--- src/dtv_pkg.sv ---
// ----------------------------------------------------------------------------
// dtv_pkg
// Shared types, constants and calendar tables for the datetime check and
// BCD encoder.
// ----------------------------------------------------------------------------
`default_nettype none

package dtv_pkg;

  localparam logic [13:0] YearFirst = 14'd2000;
  localparam logic [13:0] YearLast  = 14'd2099;
  localparam logic [3:0]  MonthMar  = 4'd3;
  localparam logic [3:0]  MonthDec  = 4'd12;
  localparam logic [4:0]  HourMax   = 5'd23;
  localparam logic [5:0]  MinSecMax = 6'd59;
  localparam logic [2:0]  DaySunday = 3'd7;

  // one incoming datetime word
  typedef struct packed {
    logic [13:0] year_in;
    logic [3:0]  month_in;
    logic [4:0]  day_in;
    logic [4:0]  hour_in;
    logic [5:0]  minute_in;
    logic [5:0]  second_in;
  } dt_t;

  // one result word
  typedef struct packed {
    logic       valid_res;
    logic [7:0] year_bcd;
    logic [4:0] month_bcd;
    logic [5:0] day_bcd;
    logic [2:0] weekday;
    logic [5:0] hour_bcd;
    logic [6:0] minute_bcd;
    logic [6:0] second_bcd;
  } res_t;

  // days in month; zero for month codes that mean nothing
  function automatic logic [4:0] month_days(input logic [3:0] month, input logic leap);
    logic [4:0] days;
    case (month)
      4'd1, 4'd3, 4'd5, 4'd7, 4'd8, 4'd10, 4'd12: days = 5'd31;
      4'd4, 4'd6, 4'd9, 4'd11:                    days = 5'd30;
      4'd2:                                       days = leap ? 5'd29 : 5'd28;
      default:                                    days = 5'd0;
    endcase
    return days;
  endfunction

  // per-month weekday offset of the Sakamoto method
  function automatic logic [2:0] sak_offset(input logic [3:0] month);
    logic [2:0] off;
    case (month)
      4'd1:    off = 3'd0;
      4'd2:    off = 3'd3;
      4'd3:    off = 3'd2;
      4'd4:    off = 3'd5;
      4'd5:    off = 3'd0;
      4'd6:    off = 3'd3;
      4'd7:    off = 3'd5;
      4'd8:    off = 3'd1;
      4'd9:    off = 3'd4;
      4'd10:   off = 3'd6;
      4'd11:   off = 3'd2;
      4'd12:   off = 3'd4;
      default: off = 3'd0;
    endcase
    return off;
  endfunction

  // two BCD digits of a value 0..99; tens by multiply with 103/1024
  function automatic logic [7:0] bcd2(input logic [6:0] value);
    logic [13:0] prod;
    logic [3:0]  tens;
    logic [6:0]  ones;
    prod = 14'(value) * 14'd103;
    tens = prod[13:10];
    ones = value - 7'(tens) * 7'd10;
    return {tens, ones[3:0]};
  endfunction

endpackage

`default_nettype wire

--- src/dtv_in_if.sv ---
// ----------------------------------------------------------------------------
// dtv_in_if
// Valid/ready channel carrying one datetime word.
// ----------------------------------------------------------------------------
`default_nettype none

interface dtv_in_if;
  logic        valid;
  logic        ready;
  dtv_pkg::dt_t data;

  modport source (output valid, output data, input ready);
  modport sink   (input valid, input data, output ready);
endinterface

`default_nettype wire

--- src/dtv_out_if.sv ---
// ----------------------------------------------------------------------------
// dtv_out_if
// Valid/ready channel carrying one result word.
// ----------------------------------------------------------------------------
`default_nettype none

interface dtv_out_if;
  logic          valid;
  logic          ready;
  dtv_pkg::res_t data;

  modport source (output valid, output data, input ready);
  modport sink   (input valid, input data, output ready);
endinterface

`default_nettype wire

--- src/dtv_calc.sv ---
// ----------------------------------------------------------------------------
// dtv_calc
// Range check, BCD encoding and weekday of one datetime word.
// ----------------------------------------------------------------------------
`default_nettype none

module dtv_calc (
  input  dtv_pkg::dt_t  dt_i,
  output dtv_pkg::res_t res_o
);

  logic [13:0] year_off;
  logic [6:0]  ya;
  logic        year_ok, month_ok, day_ok, time_ok, ok;
  logic [4:0]  max_days;
  logic        jan_feb;
  logic [6:0]  ya_prev;
  logic [7:0]  year_term;
  logic [7:0]  wsum;
  logic [4:0]  fold1;
  logic [3:0]  fold2;
  logic [2:0]  wmod;
  logic [2:0]  wday;

  assign year_off = dt_i.year_in - dtv_pkg::YearFirst;
  assign ya       = year_off[6:0];
  assign year_ok  = (dt_i.year_in >= dtv_pkg::YearFirst) && (dt_i.year_in <= dtv_pkg::YearLast);
  assign month_ok = (dt_i.month_in != 4'd0) && (dt_i.month_in <= dtv_pkg::MonthDec);

  // within 2000..2099 every fourth year is a leap year (2000 included)
  assign max_days = dtv_pkg::month_days(dt_i.month_in, ya[1:0] == 2'd0);
  assign day_ok   = (dt_i.day_in != 5'd0) && (dt_i.day_in <= max_days);
  assign time_ok  = (dt_i.hour_in <= dtv_pkg::HourMax) &&
                    (dt_i.minute_in <= dtv_pkg::MinSecMax) &&
                    (dt_i.second_in <= dtv_pkg::MinSecMax);
  assign ok       = year_ok && month_ok && day_ok && time_ok;

  // Sakamoto year term modulo 7, relative to 2000 (2000 contributes 0 mod 7);
  // January and February of 2000 fall back to 1999, which contributes 5
  assign jan_feb = dt_i.month_in < dtv_pkg::MonthMar;
  assign ya_prev = ya - 7'd1;

  always_comb begin
    if (!jan_feb) begin
      year_term = 8'(ya) + 8'(ya[6:2]);
    end else if (ya == 7'd0) begin
      year_term = 8'd5;
    end else begin
      year_term = 8'(ya_prev) + 8'(ya_prev[6:2]);
    end
  end

  assign wsum = year_term + 8'(dtv_pkg::sak_offset(dt_i.month_in)) + 8'(dt_i.day_in);

  // modulo 7 by folding octal digits (8 = 1 mod 7)
  assign fold1 = 5'(wsum[7:6]) + 5'(wsum[5:3]) + 5'(wsum[2:0]);
  assign fold2 = 4'(fold1[4:3]) + 4'(fold1[2:0]);
  assign wmod  = (fold2 >= 4'd7) ? 3'(fold2 - 4'd7) : fold2[2:0];
  assign wday  = (wmod == 3'd0) ? dtv_pkg::DaySunday : wmod;

  always_comb begin
    res_o = '0;
    if (ok) begin
      res_o.valid_res  = 1'b1;
      res_o.year_bcd   = dtv_pkg::bcd2(ya);
      res_o.month_bcd  = 5'(dtv_pkg::bcd2(7'(dt_i.month_in)));
      res_o.day_bcd    = 6'(dtv_pkg::bcd2(7'(dt_i.day_in)));
      res_o.weekday    = wday;
      res_o.hour_bcd   = 6'(dtv_pkg::bcd2(7'(dt_i.hour_in)));
      res_o.minute_bcd = 7'(dtv_pkg::bcd2(7'(dt_i.minute_in)));
      res_o.second_bcd = 7'(dtv_pkg::bcd2(7'(dt_i.second_in)));
    end
  end

endmodule

`default_nettype wire

--- src/datetime_validate_to_bcd.sv ---
// ----------------------------------------------------------------------------
// datetime_validate_to_bcd
// Calendar check of a decimal date and time with BCD and weekday encoding.
// ----------------------------------------------------------------------------
// Takes one decimal datetime word per clock on dt_i and returns one result
// word on res_o for each, in order. A word is valid when the year is
// 2000..2099, the month 1..12, the day within the month (Gregorian leap
// years), the hour at most 23 and minute and second at most 59; then the
// result holds two-digit BCD fields (year as offset from 2000) and the
// weekday 1 Monday .. 7 Sunday. Otherwise valid_res and every other field
// are zero. Throughput is one word per cycle while res_o is not stalled; a
// word passes the input register and then the result register, with the
// check and encode logic between them. Each register stage takes a new word
// whenever it is empty or its contents move on in the same cycle, so a
// stalled result only backs up the stages behind it once they are full.
`default_nettype none

module datetime_validate_to_bcd (
  input  wire logic   clk_i,
  input  wire logic   rst_ni,
  dtv_in_if.sink      dt_i,
  dtv_out_if.source   res_o
);

  // input register
  logic          in_valid_q;
  dtv_pkg::dt_t  in_data_q;
  logic          in_ready;

  // result register
  logic          res_valid_q;
  dtv_pkg::res_t res_data_q;
  logic          res_ready;
  dtv_pkg::res_t res_d;

  // advance a stage when it is empty or its word leaves this cycle
  assign res_ready  = !res_valid_q || res_o.ready;
  assign in_ready   = !in_valid_q || res_ready;
  assign dt_i.ready = in_ready;

  always_ff @(posedge clk_i or negedge rst_ni) begin
    if (!rst_ni) begin
      in_valid_q <= 1'b0;
    end else if (in_ready) begin
      in_valid_q <= dt_i.valid;
    end
  end

  // hold the payload unless a new word is taken
  always_ff @(posedge clk_i) begin
    if (in_ready && dt_i.valid) begin
      in_data_q <= dt_i.data;
    end
  end

  // check and encode between the two registers
  dtv_calc u_calc (
    .dt_i  (in_data_q),
    .res_o (res_d)
  );

  always_ff @(posedge clk_i or negedge rst_ni) begin
    if (!rst_ni) begin
      res_valid_q <= 1'b0;
    end else if (res_ready) begin
      res_valid_q <= in_valid_q;
    end
  end

  always_ff @(posedge clk_i) begin
    if (res_ready && in_valid_q) begin
      res_data_q <= res_d;
    end
  end

  assign res_o.valid = res_valid_q;
  assign res_o.data  = res_data_q;

endmodule

`default_nettype wire
--- src/flat_wrapper.sv ---
// flat-port wrapper written by rule: the top's interface ports become plain ports
module datetime_validate_to_bcd_flat 
  (clk_i, rst_ni, dt_i_valid, dt_i_data, dt_i_ready, res_o_valid, res_o_data, res_o_ready);
  dtv_in_if dt_i_i ();
  dtv_out_if res_o_i ();
  input  wire logic clk_i;
  input  wire logic rst_ni;
  input wire logic [$bits(dt_i_i.valid)-1:0] dt_i_valid;
  input wire logic [$bits(dt_i_i.data)-1:0] dt_i_data;
  output wire logic [$bits(dt_i_i.ready)-1:0] dt_i_ready;
  output wire logic [$bits(res_o_i.valid)-1:0] res_o_valid;
  output wire logic [$bits(res_o_i.data)-1:0] res_o_data;
  input wire logic [$bits(res_o_i.ready)-1:0] res_o_ready;
  assign dt_i_i.valid = dt_i_valid;
  assign dt_i_i.data = dt_i_data;
  assign dt_i_ready = dt_i_i.ready;
  assign res_o_valid = res_o_i.valid;
  assign res_o_data = res_o_i.data;
  assign res_o_i.ready = res_o_ready;
  datetime_validate_to_bcd u_core (.clk_i(clk_i), .rst_ni(rst_ni), .dt_i(dt_i_i), .res_o(res_o_i));
endmodule
--- config.mk ---
export PLATFORM = sky130hd
export DESIGN_NAME = datetime_validate_to_bcd_flat
export DESIGN_NICKNAME = d
export VERILOG_FILES = /design/src/dtv_pkg.sv /design/src/dtv_in_if.sv /design/src/dtv_out_if.sv /design/src/dtv_calc.sv /design/src/datetime_validate_to_bcd.sv /design/src/flat_wrapper.sv
export SDC_FILE = /design/constraint.sdc
export NUM_CORES = 1
export LEC_CHECK = 0
export ABC_AREA = 1
export ABC_CLOCK_PERIOD_IN_PS = 17600
export BUFFER_PORTS_ARGS = -buffer_cell sky130_fd_sc_hd__buf_4
export CAP_MARGIN = 40
export CORE_MARGIN = 4
export CORE_UTILIZATION = 45
export CTS_CLUSTER_SIZE = 10
export DETAILED_ROUTE_END_ITERATION = 8
export HOLD_SLACK_MARGIN = 0.15
export PLACE_DENSITY_LB_ADDON = 0.08
export RECOVER_POWER = 25
export SETUP_SLACK_MARGIN = 0.5
export SLEW_MARGIN = 0
export SYNTH_ARGS = -nofsm -noshare
export SYNTH_HDL_FRONTEND = slang
export SYNTH_HIERARCHICAL = 1
export SYNTH_SLANG_ARGS = --single-unit
--- constraint.sdc ---
create_clock -name clk_i -period 17.6 [get_ports clk_i]
set_clock_uncertainty 0.2 [all_clocks]
set_input_delay 2.64 -clock clk_i [delete_from_list [all_inputs] [get_ports clk_i]]
set_output_delay 2.64 -clock clk_i [all_outputs]
set_load 0.02 [all_outputs]
After elaboration in Yosys (flattened, before gate mapping)
Memories as Yosys holds them, arrays and structs flattened. A register that Yosys moved wholly into a read port is not among the register bits.
Index checks and enable logic that the tools add are counted.
{"block": "op_classes", "n_addsub": 16, "n_mul": 12, "order_cmp": 9, "eq_ne": 12, "n_mux": 8, "n_reduce_logical": 21}
{"op": "$mux 43", "n": 1}
{"op": "$mul 6x7->13 const B", "n": 2}
{"op": "$mul 5x7->12 const B", "n": 2}
{"op": "$sub 4x4->4", "n": 6}
{"op": "$eq 4x4->1 const B", "n": 5}
{"op": "$add 7x5->8", "n": 2}
{"op": "$eq 4x3->1 const B", "n": 4}
{"op": "$mux 8", "n": 2}
{"op": "$pmux 5 s3", "n": 1}
{"op": "$ge 14x11->1 const B", "n": 1}
{"op": "$le 14x12->1 const B", "n": 1}
{"op": "$mul 7x7->14 const B", "n": 1}
{"op": "$le 6x6->1 const B", "n": 2}
{"op": "$mul 4x7->11 const B", "n": 1}
{"op": "$logic_and 1x1->1", "n": 10}
{"op": "$add 2x3->4", "n": 2}
{"op": "$add 8x3->8", "n": 1}
{"op": "$add 8x5->8", "n": 1}
{"op": "$eq 4x2->1 const B", "n": 2}
{"op": "$logic_not 7->1", "n": 1}
{"op": "$reduce_or 7->1", "n": 1}
{"op": "$sub 7x1->7 const B", "n": 1}
{"op": "$sub 7x7->7 const B", "n": 1}
{"op": "$mul 2x3->3 const B", "n": 2}
{"op": "21 further kinds", "n": 25}
{"block": "totals", "register_bits": 85, "rom_bits": 48, "inputBits": 44, "mem_count": 1}
{"name": "(no name shown)", "depth": 16, "width": 3, "read_ports": 1, "rd_ports_with_merged_regs": 1, "wr": 0, "line": "dtv_pkg.sv:55", "source": "case (month)"}

Longest topological paths before layout
{"block": "logic_depth", "word_depth": 15, "depth_mapped": 45, "depth_no_buf": 45}

By module
The synthesis kept the hierarchy.
{"mod": "dtv_calc", "n_inst": 1, "cells_each": 803, "area_per_inst_um2": 6090.8, "seq_area_each_um2": 0.0}
{"mod": "datetime_validate_to_bcd", "n_inst": 1, "cells_each": 95, "area_per_inst_um2": 2587.5, "seq_area_each_um2": 2542.4}

Least setup slack after synthesis
OpenSTA, ideal clock, no wires.
{"block": "synth_path", "path_kind": "reg2reg", "from": "reg u_core/in_data_q[30] (netlist bit)", "to": "reg u_core.res_data_q, in the netlist u_core/res_o.data[21] (data pin)", "setup_ns": 0.255, "t_arrival_ns": 6.567, "required_time_ns": 17.145, "slack_ns": 10.578, "stages_incl_launch_ff": 41, "path_buffers": 1, "path_cell_list": "edfxtp_1 -> inv_1 -> ha_1 -> buf_2 -> inv_2 -> nand2_1 -> nand2_1 -> ha_1 -> inv_1 -> o21bai_1 -> inv_1 -> nand2_2 -> o21ai_0 -> a21oi_1 -> a31o_2 -> ha_1 -> ha_1 -> nand2_1 -> (+5 left out) -> nand2_1 -> fa_1 -> inv_1 -> ha_1 -> fa_1 -> xor2_1 -> ha_1 -> inv_1 -> fa_1 -> inv_1 -> ha_1 -> inv_1 -> or2_2 -> nand2_1 -> xor2_1 -> nor2_1 -> a21oi_1 -> nor2_1"}
{"block": "synth_between", "elab_chain_cells": 14, "elab_cells_between_ends": 23, "cone_classes": "10 x add/sub; 3 x order compare; 4 x mux; 6 x reduce/logical"}
{"element": "from (decl)", "line": "datetime_validate_to_bcd.sv:27", "source": "dtv_pkg::dt_t in_data_q;"}
{"element": "from (signal assigned)", "line": "datetime_validate_to_bcd.sv:52", "source": "in_data_q <= dt_i.data;"}
{"element": "$sub 7x7->7", "line": "dtv_calc.sv:25", "source": "assign year_off = dt_i.year_in - dtv_pkg::YearFirst;"}
{"element": "$sub 7x1->7", "line": "dtv_calc.sv:41", "source": "assign ya_prev = ya - 7'd1;"}
{"element": "$add 7x5->8", "line": "dtv_calc.sv:49", "source": "year_term = 8'(ya_prev) + 8'(ya_prev[6:2]);"}
{"element": "$mux 8", "line": "dtv_calc.sv:46", "source": "end else if (ya == 7'd0) begin"}
{"element": "$mux 8", "line": "dtv_calc.sv:44", "source": "if (!jan_feb) begin"}
{"element": "$add 8x3->8", "line": "dtv_calc.sv:53", "source": "assign wsum = year_term + 8'(dtv_pkg::sak_offset(dt_i.month_in)) + 8'(dt_i.day_in);"}
{"element": "$add 8x5->8", "line": "dtv_calc.sv:53"}
{"element": "$add 2x3->4", "line": "dtv_calc.sv:56", "source": "assign fold1 = 5'(wsum[7:6]) + 5'(wsum[5:3]) + 5'(wsum[2:0]);"}
{"element": "$add 4x3->5", "line": "dtv_calc.sv:56"}
{"element": "$add 2x3->4", "line": "dtv_calc.sv:57", "source": "assign fold2 = 4'(fold1[4:3]) + 4'(fold1[2:0]);"}
{"element": "$ge 4x3->1 or $sub 3x3->3 (tied branches)", "line": "dtv_calc.sv:58", "source": "assign wmod = (fold2 >= 4'd7) ? 3'(fold2 - 4'd7) : fold2[2:0];"}
{"element": "$mux 3", "line": "dtv_calc.sv:58"}
{"element": "$logic_not 3->1", "line": "dtv_calc.sv:59", "source": "assign wday = (wmod == 3'd0) ? dtv_pkg::DaySunday : wmod;"}
{"element": "$mux 3", "line": "dtv_calc.sv:59"}
{"element": "to (signal assigned)", "line": "datetime_validate_to_bcd.sv:72", "source": "res_data_q <= res_d;"}
{"element": "to (decl)", "line": "datetime_validate_to_bcd.sv:32", "source": "dtv_pkg::res_t res_data_q;"}
Parallel ways exist; a longest one is shown, timed or not.
A chain may end at the register's enable or synchronous reset.

Worst setup path after layout
{"block": "layout_path", "from": "reg u_core/in_data_q[30] (netlist bit)", "to": "reg u_core.res_data_q, in the netlist u_core/res_o.data[20] (data pin)"}
The elaborated chain is that of the path after synthesis.

==> impl_metrics.ini <==
[flow_run]
drv_cap = 0

[clock_network]
clkTransAtPathRegs_ps = 60
cts_root_buf = clkbuf_16
htreeDepth = 3
clockBufferDepth = 2
cts_resized = 0
cts_hold_buf = 0
clock-sinks = 85
cts_setup_buffers = 0
tritoncts = yes
insertion_delay_ps = 340
numCtsBuffers = 9

[worst_setup_path]
worstPathRequired_ps = 17480
cp_slowest_stage_delay_ps = 580
worstPathArrival_ps = 7500
crit_type = reg -> reg
cp-start-kind = flip-flop
reg2regPathDepth = 39
path_common_cell = nand2_1
cpMaxStageDelayCell = edfxtp_1
regToRegSetupSlack_ps = 9980
critical_path_peak_fanout = 10
worstReg2RegEnd = u_core/res_o.data[20]
r2r_start = u_core/in_data_q[30]
crit_path_end_kind = flip-flop

[power_and_ir_drop]
pwr-share-comb_pct = 57.9
p_sw_share_pct = 42.4
powerDensity_mw_per_mm2 = 112
switching_power_w = 0.000476
seq_power_share_pct = 22.4
peakVddDrop_mv = 0.142
power.static_leakage_nw = 5.16
p_clk_share_pct = 19.7
internal-power_w = 0.000646

[min_path]
hold_end = u_core/res_o.valid
holdPathStages = 2
hp-class = reg -> reg
holdCritStartpoint = u_core/in_valid_q

[yosys]
syn_nets = 1182
yosysMostFrequentCell = ha_1
synth_top_family_by_area = adder cells
synth_fa_ha_area_share_pct = 38.6
synth-async-reset-ratio_pct = 2.35
synth_cell_types = 48
ys_seq_area_share_pct = 29.3
synth_area_mm2 = 0.00868
ys.warnings.count = 6
synth-seq-cells = 85
synth-compound-area-share_pct = 6.40
syn_avg_cell_area_um2 = 9.66
yosys.area_share.simple_pct = 15.0
ys_top_cells_by_area = edfxtp_1 (29%), ha_1 (28%), fa_1 (11%), inv_1 (7.1%), nand2_1 (5.5%)
yosysTopAreaCell = edfxtp_1
synthTopCellsByCount = ha_1 (194), inv_1 (163), nand2_1 (127)
synth-edff-count = 83
synthCells = 898
synthXorXnorAreaFrac_pct = 2.81
muxShareOfSynthArea_pct = 0
synth.top_cell.area_share_pct = 28.7
synthFlopType = edfxtp_1

[sta]
hold_viol_final = 0
period_minus_slack_ps = 7620
slew_violations = 0
max-slew-margin-rel_pct = 36.4
post-route-period-util_pct = 43.3
rsz0062_at_grt = no
setup_viol = 0
worst_pin_slew_ps = 953
fin_setup_tns_ps = 0
max_freq_mhz = 131

[run_status]
outcome = finished, final reports clean

[detailed_routing]
dr.pass1.iters = 4
drt-wirelength-per-cell_um = 13.7
drtIter0Drc = 220
wl_mm = 17.2
ant_nets = 0
vias_per_cell = 4.83
drc_errors = 0
num_vias = 6081

[grt]
overflow = 0
grt_pass1_wl_mm = 29.1
grt_max_degree = 44
grt_pass1_vias = 6105
track_usage_pct = 16.6
grt_antenna_before_repair = 0

[layout]
fill_cells = 1738
drive_above_1_share_pct = 15.1
diodes = 0
multiInputGateArea_mm2 = 0.00546
num-nets-final = 1277
seqCellArea_mm2 = 0.00254
instances_no_fill = 1258
area_growth_pct = 15.0

[die]
io_pins = 89
rows = 50
core_area_mm2 = 0.0188
die_h_um = 147
die_w_um = 147
initial_utilization_pct = 46.1
dieArea_mm2 = 0.0216

[placed_design]
dp_hpwl_mm = 14.5
dp_cells = 1242
io_buffers = 88
gp_congestion = 0.904
## state kept, by name, indices dropped and copies added, names as in the netlist
signal	count
u_core/res_o.data	43
u_core/in_data_q	40
u_core/res_o.valid	1
u_core/in_valid_q	1
## critical path, delay by kind of cell (launching register included)
kind                       cells  cell delay (ps)
xor gates and xnor gates       2              340
DFF                            1              580
and+or+nand+nor               13             1320
AOI/OAI and AO/OA              6              890
adders and majority gates     10             3360
buffers and inverters          8              680
## area by class of cell
class                      instances  share of cell area (%)
clock buffer                      11                    2.33
clock inverter                     5                    1.08
inverter                         167                    6.31
tap                              260                    3.26
multi-input combinational        640                    54.7
sequential                        85                    25.5
timing repair buffer              90                    6.89
## cell usage in the layout, fill, tap and decap left out, types with 3 or more instances in the layout
cell type	Yosys	layout
clkbuf_1	0	4
xnor2_1	11	11
inv_1	163	163
nand3_1	36	37
clkbuf_4	0	40
bufinv_16	0	3
nand2_2	7	7
nor2_1	50	50
o211ai_1	4	4
or2_2	10	10
a21oi_1	38	37
ha_1	194	194
nand2_1	127	127
or2_1	3	3
fa_1	46	46
nand4_1	14	14
xor2_1	15	15
a21o_1	6	6
buf_4	1	47
nor2_2	17	17
inv_2	3	3
edfxtp_1	83	83
o21a_1	3	3
clkbuf_16	0	9
o21ai_0	23	23
nor3_1	6	6
## worst max-delay path by stage
stage                               from               endpoint  slack [ps]  depth (start not counted)
detailed placement  u_core/in_data_q[30]  u_core/res_o.data[20]       10020                         37
CTS                 u_core/in_data_q[30]  u_core/res_o.data[20]        9990                         39
global route        u_core/in_data_q[30]  u_core/res_o.data[20]        9270                         39
finish              u_core/in_data_q[30]  u_core/res_o.data[20]        9980                         39
global placement    u_core/in_data_q[30]  u_core/res_o.data[20]       10170                         39
floorplan           u_core/in_data_q[30]  u_core/res_o.data[21]       10580                         40
## per-stage QoR
| stage | util [%] | total power, W | setup WS (ps) | hold slack, ps | instance area [um^2] |
|---|---|---|---|---|---|
| after detailed placement | 51.3 | 0.000904 | 10020 | 331 | 9650 |
| after CTS | 53.1 | 0.00113 | 9990 | 348 | 9990 |
| after floorplan | - | 0.000770 | 10580 | 269 | 8680 |
| final | 53.0 | 0.00112 | 9980 | 326 | 9980 |
| after global placement | 51.1 | 0.000894 | 10170 | 320 | 9630 |
| after global routing | 53.0 | 0.00125 | 9270 | 343 | 9980 |
## kinds of logic (layout without fill, tap and decap cells)
kind of cell / after synthesis / after routing
xor+xnor: 27 / 27
simple gates: 281 / 281
flops: 85 / 85
fa+ha+maj: 240 / 240
compound gates: 92 / 92
buf+inv: 173 / 273
## power by group through the flow
| stage | Sequential [W] | Clock, W | Combinational (W) |
|---|---|---|---|
| floorplan | 0.000262 | 0 | 0.000507 |
| global placement | 0.000256 | 0 | 0.000638 |
| detailed placement | 0.000256 | 0 | 0.000648 |
| CTS | 0.000252 | 0.000227 | 0.000654 |
| global route | 0.000254 | 0.000237 | 0.000762 |
| finish | 0.000251 | 0.000221 | 0.000649 |
## metal layers
metal | part of all wire [%] | track usage, % | up-vias
li1 | - | - | 3170
met1 | 49 | 23.1 | 2805
met2 | 46 | 27.7 | 95
met3 | 3.8 | 2.56 | 11
met4 | 0.91 | 3.53 | 0
met5 | 0 | 0 | -
No activity file was read; power rests on OpenSTA's default activity.
